$ cat src/hw/rtl/lkt_pkg.sv
package lkt_pkg;

   localparam int KEY_W      = 64;
   localparam int SIZE_W     = 20;
   localparam int COUNT_W    = 7;
   localparam int RANK_W     = 6;
   localparam int KIND_W     = 3;
   localparam int REQ_DATA_W = 96;
   localparam int RSP_DATA_W = 96;

   localparam logic [KEY_W-1:0] GOLDEN = 64'h9e37_79b9_7f4a_7c15;

   localparam logic REQ_TOUCH = 1'b0;
   localparam logic REQ_EVICT = 1'b1;

   localparam logic [KIND_W-1:0] KIND_HIT    = 3'd0;
   localparam logic [KIND_W-1:0] KIND_INSERT = 3'd1;
   localparam logic [KIND_W-1:0] KIND_FULL   = 3'd2;
   localparam logic [KIND_W-1:0] KIND_EVICT  = 3'd3;
   localparam logic [KIND_W-1:0] KIND_NONE   = 3'd4;

   typedef struct packed {
      logic              capture;
      logic              hash_a;
      logic              hash_b;
      logic              match;
      logic              touch_update;
      logic              ev_find;
      logic              ev_remove;
      logic              load_out;
      logic [KIND_W-1:0] kind;
      logic              last;
   } ctl_type;

   typedef struct packed {
      logic hit;
      logic can_insert;
      logic evict_more;
      logic last_evict;
   } sts_type;

endpackage

$ cat src/hw/rtl/lru_key_table_with_eviction_top.sv
// LRU key table of up to CAPACITY entries. A touch hashes key and fft_size,
// looks the hash up in all slots at once, then moves a hit to most recent or
// inserts a new entry (refused when full); it returns one response after the
// 64-bit hash adder steps, the parallel match and the rank update, which waits
// while the output register is still held. An evict returns one response per
// removed entry, each after a victim rank search with key/size memory read and
// then the removal, or a single "nothing evicted" response. One request is
// worked on at a time; a new one is taken as soon as the previous response
// sits in the output register.
module lru_key_table_with_eviction_top
   import lkt_pkg::*;
#(
   parameter int CAPACITY = 16
) (
   input  logic                  clock,
   input  logic                  reset,
   input  logic                  req_tvalid,
   output logic                  req_tready,
   input  logic [REQ_DATA_W-1:0] req_tdata,  // key, fft_size, max_entries
   input  logic [0:0]            req_tuser,  // cmd
   output logic                  rsp_tvalid,
   input  logic                  rsp_tready,
   output logic [RSP_DATA_W-1:0] rsp_tdata,  // out_key, out_fft_size, entry_count
   output logic [KIND_W-1:0]     rsp_tuser,  // kind
   output logic                  rsp_tlast
);

   ctl_type            ctl;
   sts_type            sts;
   logic [KEY_W-1:0]   out_key;
   logic [SIZE_W-1:0]  out_size;
   logic [COUNT_W-1:0] out_count;

   lkt_ctrl u_ctrl (
      .clock      (clock),
      .reset      (reset),
      .req_tvalid (req_tvalid),
      .req_tready (req_tready),
      .req_cmd    (req_tuser[0]),
      .rsp_tready (rsp_tready),
      .rsp_tvalid (rsp_tvalid),
      .ctl        (ctl),
      .sts        (sts)
   );

   lkt_datapath #(
      .CAPACITY (CAPACITY)
   ) u_datapath (
      .clock     (clock),
      .reset     (reset),
      .ctl       (ctl),
      .sts       (sts),
      .in_key    (req_tdata[KEY_W-1:0]),
      .in_size   (req_tdata[KEY_W+SIZE_W-1:KEY_W]),
      .in_keep   (req_tdata[KEY_W+SIZE_W+COUNT_W-1:KEY_W+SIZE_W]),
      .out_kind  (rsp_tuser),
      .out_key   (out_key),
      .out_size  (out_size),
      .out_count (out_count),
      .out_last  (rsp_tlast)
   );

   assign rsp_tdata = {{(RSP_DATA_W-KEY_W-SIZE_W-COUNT_W){1'b0}}, out_count, out_size, out_key};

endmodule

$ cat src/hw/rtl/lkt_ctrl.sv
module lkt_ctrl
   import lkt_pkg::*;
(
   input  logic    clock,
   input  logic    reset,
   input  logic    req_tvalid,
   output logic    req_tready,
   input  logic    req_cmd,
   input  logic    rsp_tready,
   output logic    rsp_tvalid,
   output ctl_type ctl,
   input  sts_type sts
);

   localparam logic [2:0] S_IDLE     = 3'd0;
   localparam logic [2:0] S_HASH_A   = 3'd1;
   localparam logic [2:0] S_HASH_B   = 3'd2;
   localparam logic [2:0] S_MATCH    = 3'd3;
   localparam logic [2:0] S_TOUCH    = 3'd4;
   localparam logic [2:0] S_EV_CHECK = 3'd5;
   localparam logic [2:0] S_EV_EMIT  = 3'd6;
   localparam logic [2:0] S_NONE     = 3'd7;

   logic [2:0] state_ff;
   logic [2:0] state_in;
   logic       rsp_valid_ff;
   logic       rsp_valid_in;
   logic       out_free;

   assign out_free   = !rsp_valid_ff || rsp_tready;
   assign req_tready = (state_ff == S_IDLE);
   assign rsp_tvalid = rsp_valid_ff;

   always_comb begin
      state_in = state_ff;
      ctl      = '0;
      unique case (state_ff)
         S_IDLE: begin
            if (req_tvalid) begin
               ctl.capture = 1'b1;
               state_in    = (req_cmd == REQ_EVICT) ? S_EV_CHECK : S_HASH_A;
            end
         end
         S_HASH_A: begin
            ctl.hash_a = 1'b1;
            state_in   = S_HASH_B;
         end
         S_HASH_B: begin
            ctl.hash_b = 1'b1;
            state_in   = S_MATCH;
         end
         S_MATCH: begin
            ctl.match = 1'b1;
            state_in  = S_TOUCH;
         end
         S_TOUCH: begin
            if (out_free) begin
               ctl.touch_update = 1'b1;
               ctl.load_out     = 1'b1;
               ctl.last         = 1'b1;
               if (sts.hit) begin
                  ctl.kind = KIND_HIT;
               end else if (sts.can_insert) begin
                  ctl.kind = KIND_INSERT;
               end else begin
                  ctl.kind = KIND_FULL;
               end
               state_in = S_IDLE;
            end
         end
         S_EV_CHECK: begin
            ctl.ev_find = 1'b1;
            state_in    = sts.evict_more ? S_EV_EMIT : S_NONE;
         end
         S_EV_EMIT: begin
            if (out_free) begin
               ctl.ev_remove = 1'b1;
               ctl.load_out  = 1'b1;
               ctl.kind      = KIND_EVICT;
               ctl.last      = sts.last_evict;
               state_in      = sts.last_evict ? S_IDLE : S_EV_CHECK;
            end
         end
         S_NONE: begin
            if (out_free) begin
               ctl.load_out = 1'b1;
               ctl.kind     = KIND_NONE;
               ctl.last     = 1'b1;
               state_in     = S_IDLE;
            end
         end
      endcase
   end

   always_comb begin
      if (ctl.load_out) begin
         rsp_valid_in = 1'b1;
      end else if (rsp_tready) begin
         rsp_valid_in = 1'b0;
      end else begin
         rsp_valid_in = rsp_valid_ff;
      end
   end

   always_ff @(posedge clock) begin
      if (reset) begin
         state_ff     <= S_IDLE;
         rsp_valid_ff <= 1'b0;
      end else begin
         state_ff     <= state_in;
         rsp_valid_ff <= rsp_valid_in;
      end
   end

endmodule

$ cat src/hw/rtl/lkt_datapath.sv
module lkt_datapath
   import lkt_pkg::*;
#(
   parameter int CAPACITY = 16
) (
   input  logic               clock,
   input  logic               reset,
   input  ctl_type            ctl,
   output sts_type            sts,
   input  logic [KEY_W-1:0]   in_key,
   input  logic [SIZE_W-1:0]  in_size,
   input  logic [COUNT_W-1:0] in_keep,
   output logic [KIND_W-1:0]  out_kind,
   output logic [KEY_W-1:0]   out_key,
   output logic [SIZE_W-1:0]  out_size,
   output logic [COUNT_W-1:0] out_count,
   output logic               out_last
);

   localparam int IDX_W = (CAPACITY > 1) ? $clog2(CAPACITY) : 1;

   logic [KEY_W-1:0]    key_ff;
   logic [SIZE_W-1:0]   size_ff;
   logic [COUNT_W-1:0]  keep_ff;
   logic [KEY_W-1:0]    sum_ff;
   logic [KEY_W-1:0]    sum_in;
   logic [KEY_W-1:0]    lookup_ff;
   logic [KEY_W-1:0]    lookup_in;

   logic [KEY_W-1:0]    tab_hash_ff [CAPACITY];
   logic [RANK_W-1:0]   rank_ff     [CAPACITY];
   logic [RANK_W-1:0]   rank_in     [CAPACITY];
   logic [CAPACITY-1:0] valid_ff;
   logic [CAPACITY-1:0] valid_in;
   logic [COUNT_W-1:0]  count_ff;
   logic [COUNT_W-1:0]  count_in;

   logic [KEY_W-1:0]    key_mem  [CAPACITY];
   logic [SIZE_W-1:0]   size_mem [CAPACITY];
   logic [KEY_W-1:0]    rd_key_ff;
   logic [SIZE_W-1:0]   rd_size_ff;

   logic                hit_ff;
   logic [IDX_W-1:0]    hit_idx_ff;
   logic [RANK_W-1:0]   hit_rank_ff;
   logic                free_ok_ff;
   logic [IDX_W-1:0]    free_idx_ff;
   logic [IDX_W-1:0]    victim_idx_ff;

   logic                hit_c;
   logic [IDX_W-1:0]    hit_idx_c;
   logic [RANK_W-1:0]   hit_rank_c;
   logic                free_c;
   logic [IDX_W-1:0]    free_idx_c;
   logic [IDX_W-1:0]    victim_idx_c;
   logic [RANK_W-1:0]   rank_want;
   logic                can_insert;
   logic                do_hit;
   logic                do_insert;

   logic [KIND_W-1:0]   out_kind_ff;
   logic [KEY_W-1:0]    out_key_ff;
   logic [SIZE_W-1:0]   out_size_ff;
   logic [COUNT_W-1:0]  out_count_ff;
   logic                out_last_ff;

   assign sum_in    = (key_ff << 6) + (key_ff >> 2);
   assign lookup_in = key_ff ^ (sum_ff + KEY_W'(size_ff) + GOLDEN);
   assign rank_want = RANK_W'(count_ff - COUNT_W'(1));

   assign can_insert = free_ok_ff && (count_ff < COUNT_W'(CAPACITY));
   assign do_hit     = ctl.touch_update && hit_ff;
   assign do_insert  = ctl.touch_update && !hit_ff && can_insert;

   assign sts.hit        = hit_ff;
   assign sts.can_insert = can_insert;
   assign sts.evict_more = count_ff > keep_ff;
   assign sts.last_evict = (count_ff - COUNT_W'(1)) <= keep_ff;

   // lowest-numbered slot wins in every search
   always_comb begin
      hit_c        = 1'b0;
      hit_idx_c    = '0;
      hit_rank_c   = '0;
      free_c       = 1'b0;
      free_idx_c   = '0;
      victim_idx_c = '0;
      for (int i = CAPACITY - 1; i >= 0; i--) begin
         if (valid_ff[i] && (tab_hash_ff[i] == lookup_ff)) begin
            hit_c      = 1'b1;
            hit_idx_c  = IDX_W'(i);
            hit_rank_c = rank_ff[i];
         end
         if (!valid_ff[i]) begin
            free_c     = 1'b1;
            free_idx_c = IDX_W'(i);
         end
         if (valid_ff[i] && (rank_ff[i] == rank_want)) begin
            victim_idx_c = IDX_W'(i);
         end
      end
   end

   always_comb begin
      valid_in = valid_ff;
      count_in = count_ff;
      for (int j = 0; j < CAPACITY; j++) begin
         rank_in[j] = rank_ff[j];
         if (do_hit) begin
            if (valid_ff[j] && (rank_ff[j] < hit_rank_ff)) begin
               rank_in[j] = rank_ff[j] + RANK_W'(1);
            end
            if (IDX_W'(j) == hit_idx_ff) begin
               rank_in[j] = '0;
            end
         end
         if (do_insert) begin
            if (valid_ff[j]) begin
               rank_in[j] = rank_ff[j] + RANK_W'(1);
            end
            if (IDX_W'(j) == free_idx_ff) begin
               rank_in[j]  = '0;
               valid_in[j] = 1'b1;
            end
         end
         if (ctl.ev_remove && (IDX_W'(j) == victim_idx_ff)) begin
            valid_in[j] = 1'b0;
         end
      end
      if (do_insert) begin
         count_in = count_ff + COUNT_W'(1);
      end else if (ctl.ev_remove) begin
         count_in = count_ff - COUNT_W'(1);
      end
   end

   always_ff @(posedge clock) begin
      if (reset) begin
         valid_ff <= '0;
         count_ff <= '0;
      end else begin
         valid_ff <= valid_in;
         count_ff <= count_in;
      end
   end

   always_ff @(posedge clock) begin
      for (int j = 0; j < CAPACITY; j++) begin
         rank_ff[j] <= rank_in[j];
         if (do_insert && (IDX_W'(j) == free_idx_ff)) begin
            tab_hash_ff[j] <= lookup_ff;
         end
      end
   end

   always_ff @(posedge clock) begin
      if (ctl.capture) begin
         key_ff  <= in_key;
         size_ff <= in_size;
         keep_ff <= in_keep;
      end
      if (ctl.hash_a) begin
         sum_ff <= sum_in;
      end
      if (ctl.hash_b) begin
         lookup_ff <= lookup_in;
      end
      if (ctl.match) begin
         hit_ff      <= hit_c;
         hit_idx_ff  <= hit_idx_c;
         hit_rank_ff <= hit_rank_c;
         free_ok_ff  <= free_c;
         free_idx_ff <= free_idx_c;
      end
      if (ctl.ev_find) begin
         victim_idx_ff <= victim_idx_c;
      end
   end

   always_ff @(posedge clock) begin
      if (do_hit) begin
         key_mem[hit_idx_ff] <= key_ff;
      end else if (do_insert) begin
         key_mem[free_idx_ff] <= key_ff;
      end
      if (ctl.ev_find) begin
         rd_key_ff <= key_mem[victim_idx_c];
      end
   end

   always_ff @(posedge clock) begin
      if (do_insert) begin
         size_mem[free_idx_ff] <= size_ff;
      end
      if (ctl.ev_find) begin
         rd_size_ff <= size_mem[victim_idx_c];
      end
   end

   always_ff @(posedge clock) begin
      if (ctl.load_out) begin
         out_kind_ff  <= ctl.kind;
         out_key_ff   <= (ctl.kind == KIND_EVICT) ? rd_key_ff : '0;
         out_size_ff  <= (ctl.kind == KIND_EVICT) ? rd_size_ff : '0;
         out_count_ff <= count_in;
         out_last_ff  <= ctl.last;
      end
   end

   assign out_kind  = out_kind_ff;
   assign out_key   = out_key_ff;
   assign out_size  = out_size_ff;
   assign out_count = out_count_ff;
   assign out_last  = out_last_ff;

endmodule

$ cat config.mk
export PLATFORM = sky130hd
export DESIGN_NAME = lru_key_table_with_eviction_top
export DESIGN_NICKNAME = d
export VERILOG_FILES = /design/src/hw/rtl/lkt_pkg.sv /design/src/hw/rtl/lru_key_table_with_eviction_top.sv /design/src/hw/rtl/lkt_ctrl.sv /design/src/hw/rtl/lkt_datapath.sv
export SDC_FILE = /design/constraint.sdc
export NUM_CORES = 2
export LEC_CHECK = 0
export BUFFER_PORTS_ARGS = -buffer_cell sky130_fd_sc_hd__buf_2
export CORE_MARGIN = 3
export CORE_UTILIZATION = 60
export CTS_CLUSTER_DIAMETER = 50
export DETAILED_ROUTE_END_ITERATION = 8
export PLACE_DENSITY_LB_ADDON = 0.15
export SETUP_SLACK_MARGIN = 0.15
export SYNTH_ARGS = -nofsm -noshare
export SYNTH_HDL_FRONTEND = slang
export SYNTH_HIERARCHICAL = 1
export SYNTH_SLANG_ARGS = --single-unit
$ cat constraint.sdc
create_clock -name clock -period 20 [get_ports clock]
set_input_delay 4 -clock clock [delete_from_list [all_inputs] [get_ports clock]]
set_output_delay 4 -clock clock [all_outputs]
set_load 0.01 [all_outputs]
==> results.cfg <==
[run_status]
status = completed

[global_route]
antenna_found_initial = 26
grt_max_degree = 156
grt_pass1_vias = 77179
grtUsageTotal_pct = 33.45
grt-ovfl-total = 0
grt_pass1_wl_mm = 524.6

[floorplan]
core_area_sq_mm = 0.2058
start_util_pct = 60.73
dieWidth_microns = 462.4
rows = 166
die_h_microns = 462.4
pin_count = 203
die_area_sq_mm = 0.2138

[final_layout]
final_cells = 12141
final_util_pct = 68.14
drive_gt1_share_pct = 11.04
final_nets = 9475
area_growth_pct = 12.20
final_area_sq_mm = 0.1403

[sta]
setup_viol = 0
finalClockSkew_ps = 81.38
setup-tns-final_ps = 0
tightest_slew_ps = 1180
final_hold_viol_count = 0
finalCritPeriodShare_pct = 43.86
slew_viol_final = 0
max_freq_mhz = 114.0
hold_slack_ps = 488.5
rsz0062_at_grt = no
post-route-min-period_ps = 8772
relSlewSlack_pct = 21.15
final.setup.worst_slack_ps = 11230

[power_and_ir_drop]
p_per_area_mw_per_mm2 = 115.0
ir_drop_uv = 105.2
p_leak_nw = 48.87
total_power_mw = 16.13

[logic_synthesis]
syn-cell-area_sq_mm = 0.1250
synth.largest_area_cell = edfxtp_1
synth_ff_type = edfxtp_1
postSynthAreaPerCell_sq_um = 14.30
synth_top_area_share_pct = 66.93
ys_async_sr_fraction_pct = 0
ys_seq_elements = 2909
synth_warnings = 6
ys_types = 103
synth_edf_count = 2786
synth_area_leaders = edfxtp_1 (67%), xnor2_1 (3.7%), xor2_1 (3.7%), ha_1 (2.4%), nand2_1 (2.1%)
synth.yosys.seq_area_share_pct = 68.90
synthesis.instances = 8740

[clock_tree]
clk_pin_slew_ps = 60
cts_buffer_depth = 4
cts.sinks = 2909
postCtsResizedCells = 0
cts_setup_buffers = 0
cts.root.buffer_cell = clkbuf_16
cts_tree = yes
hold_buffers = 0
cts_max_level = 5
numCtsBuffers = 325
clk_latency_ps = 950

[worst_setup_path]
crit_type = input port to flip-flop
required_ps = 20490
worstSetupStartpointType = input port
slowest_delay_ps = 930
worstSetupEndpointType = flip-flop
path_max_fanout = 56
crit_arrival_ps = 9260
crit_path_top_delay_cell = nor2_4
path_cells = buf_2 > nand2b_1 > nand3_1 > nor2_1 > and3b_2 > buf_4 > mux2i_1 > nand3_1 > nor2_4 > buf_4

[routing]
routed_wirelength_mm = 364.3
num_vias = 79748
vias_per_cell = 6.568
drtAntennaViolNets = 0
dr.pass1.iters = 8
drt-initial-drc-count = 10681
drc = 0
routedWlPerCell_microns = 30.00

[flow_run]
maxCapViolCount = 0

[placement]
dp_slack_ps = 10460
place_congestion = 0.9547
port-buffer-count = 192
dp_cells = 11573
postPlaceCellArea_sq_mm = 0.1302
dp_hpwl_mm = 222.1

[min_path]
hold_path_class = flip-flop to flip-flop
-- cell families (layout without fill, tap and decap cells) --
kind of cell,count (synthesis),count (layout),share of synthesized area [%]
AND/OR/NAND/NOR,2098,2098,8.325
XOR/XNOR,1069,1069,7.565
adder cells (fa/ha/maj),246,246,2.474
multiplexers,261,261,2.096
flip-flops,2909,2909,68.90
AO/OA/AOI/OAI,1489,1489,8.350
buffers and inverters,667,1282,2.286
other,1,15,0.003000
-- cells in the mapped netlist, types with 29 or more instances --
| master | number |
|---|---|
| inv_1 | 235 |
| xnor2_1 | 535 |
| clkbuf_1 | 231 |
| a31oi_1 | 29 |
| mux2i_1 | 255 |
| a221oi_1 | 54 |
| nand2b_1 | 73 |
| xor2_1 | 527 |
| dfxtp_1 | 123 |
| nor4_1 | 207 |
| nand3_1 | 171 |
| buf_4 | 36 |
| and4_1 | 48 |
| a211oi_1 | 87 |
| edfxtp_1 | 2786 |
| and2_1 | 100 |
| a21oi_1 | 246 |
| a21o_1 | 93 |
| a32o_1 | 30 |
| nor3_1 | 55 |
| nand2_1 | 692 |
| ha_1 | 244 |
| o22ai_1 | 161 |
| and3_1 | 58 |
| nor2_1 | 391 |
| nor2b_1 | 56 |
| nand4_1 | 154 |
| buf_2 | 97 |
| a22oi_1 | 39 |
| buf_1 | 43 |
| o21ai_1 | 34 |
| o21ai_0 | 221 |
| o221ai_1 | 48 |
| a32oi_1 | 204 |
| o2bb2ai_1 | 37 |
-- metal layers --
layer | track usage, % | up-vias | wire length (microns)
li1 | - | 34111 | -
met1 | 45.31 | 39803 | 137300
met2 | 52.53 | 4867 | 168200
met3 | 6.258 | 963 | 38880
met4 | 16.42 | 4 | 19890
met5 | 0 | - | 21
-- flip-flops by register name, indices dropped and copies added, names as in the netlist, 96 cells and up --
| signal | count |
|---|---|
| u_datapath/key_mem | 1024 |
| u_datapath/size_mem | 320 |
| u_datapath/tab_hash_ff | 1024 |
| u_datapath/rank_ff | 96 |
-- worst max-delay path, delay by kind of cell --
family,cells,cell delay [ps]
muxes,1,760
and+or+nand+nor,6,2840
buffers and inverters,3,1530
-- cell type report --
cell class / instances / area (sq um)
Antenna cell: 10 / 25.02
Inverter: 247 / 934.6
Tap cell: 2772 / 3468
Timing Repair Buffer: 477 / 3176
Sequential cell: 2909 / 86120
Clock buffer: 395 / 8574
Multi-Input combinational cell: 5168 / 36470
Fill cell: 13884 / 65580
Clock inverter: 163 / 1481
-- where the power goes --
part           switching, mW  internal [mW]  total [mW]
logic                   2.13           1.05        3.18
clock network           2.35           3.34        5.69
registers              0.164           7.10        7.26
total                   4.64           11.5        16.1
-- cell usage in the layout (no fill, tap or decap), types with 204 or more instances in the layout --
| master | instances |
|---|---|
| a21oi_1 | 246 |
| a32oi_1 | 204 |
| buf_4 | 279 |
| clkbuf_16 | 332 |
| edfxtp_1 | 2786 |
| ha_1 | 244 |
| inv_1 | 235 |
| mux2i_1 | 255 |
| nand2_1 | 691 |
| nor2_1 | 353 |
| o21ai_0 | 221 |
| xnor2_1 | 534 |
| xor2_1 | 527 |
-- path summary, 6_finish.rpt --
check	startpoint	endpoint	slack (ps)	cells past startpoint
setup / recovery	rsp_tready	u_datapath/key_mem[2][57]$_DFFE_PP_	11230	10
hold / removal	u_datapath/key_ff[40]$_DFFE_PP_	u_datapath/key_mem[11][40]$_DFFE_PP_	490	0
setup reg to reg	u_datapath/count_ff[0]$_SDFF_PP0_	u_datapath/rd_key_ff[43]$_DFFE_PP_	12240	16
hold reg to reg	u_datapath/key_ff[40]$_DFFE_PP_	u_datapath/key_mem[11][40]$_DFFE_PP_	490	0
Power figures use the tool's default switching activity.
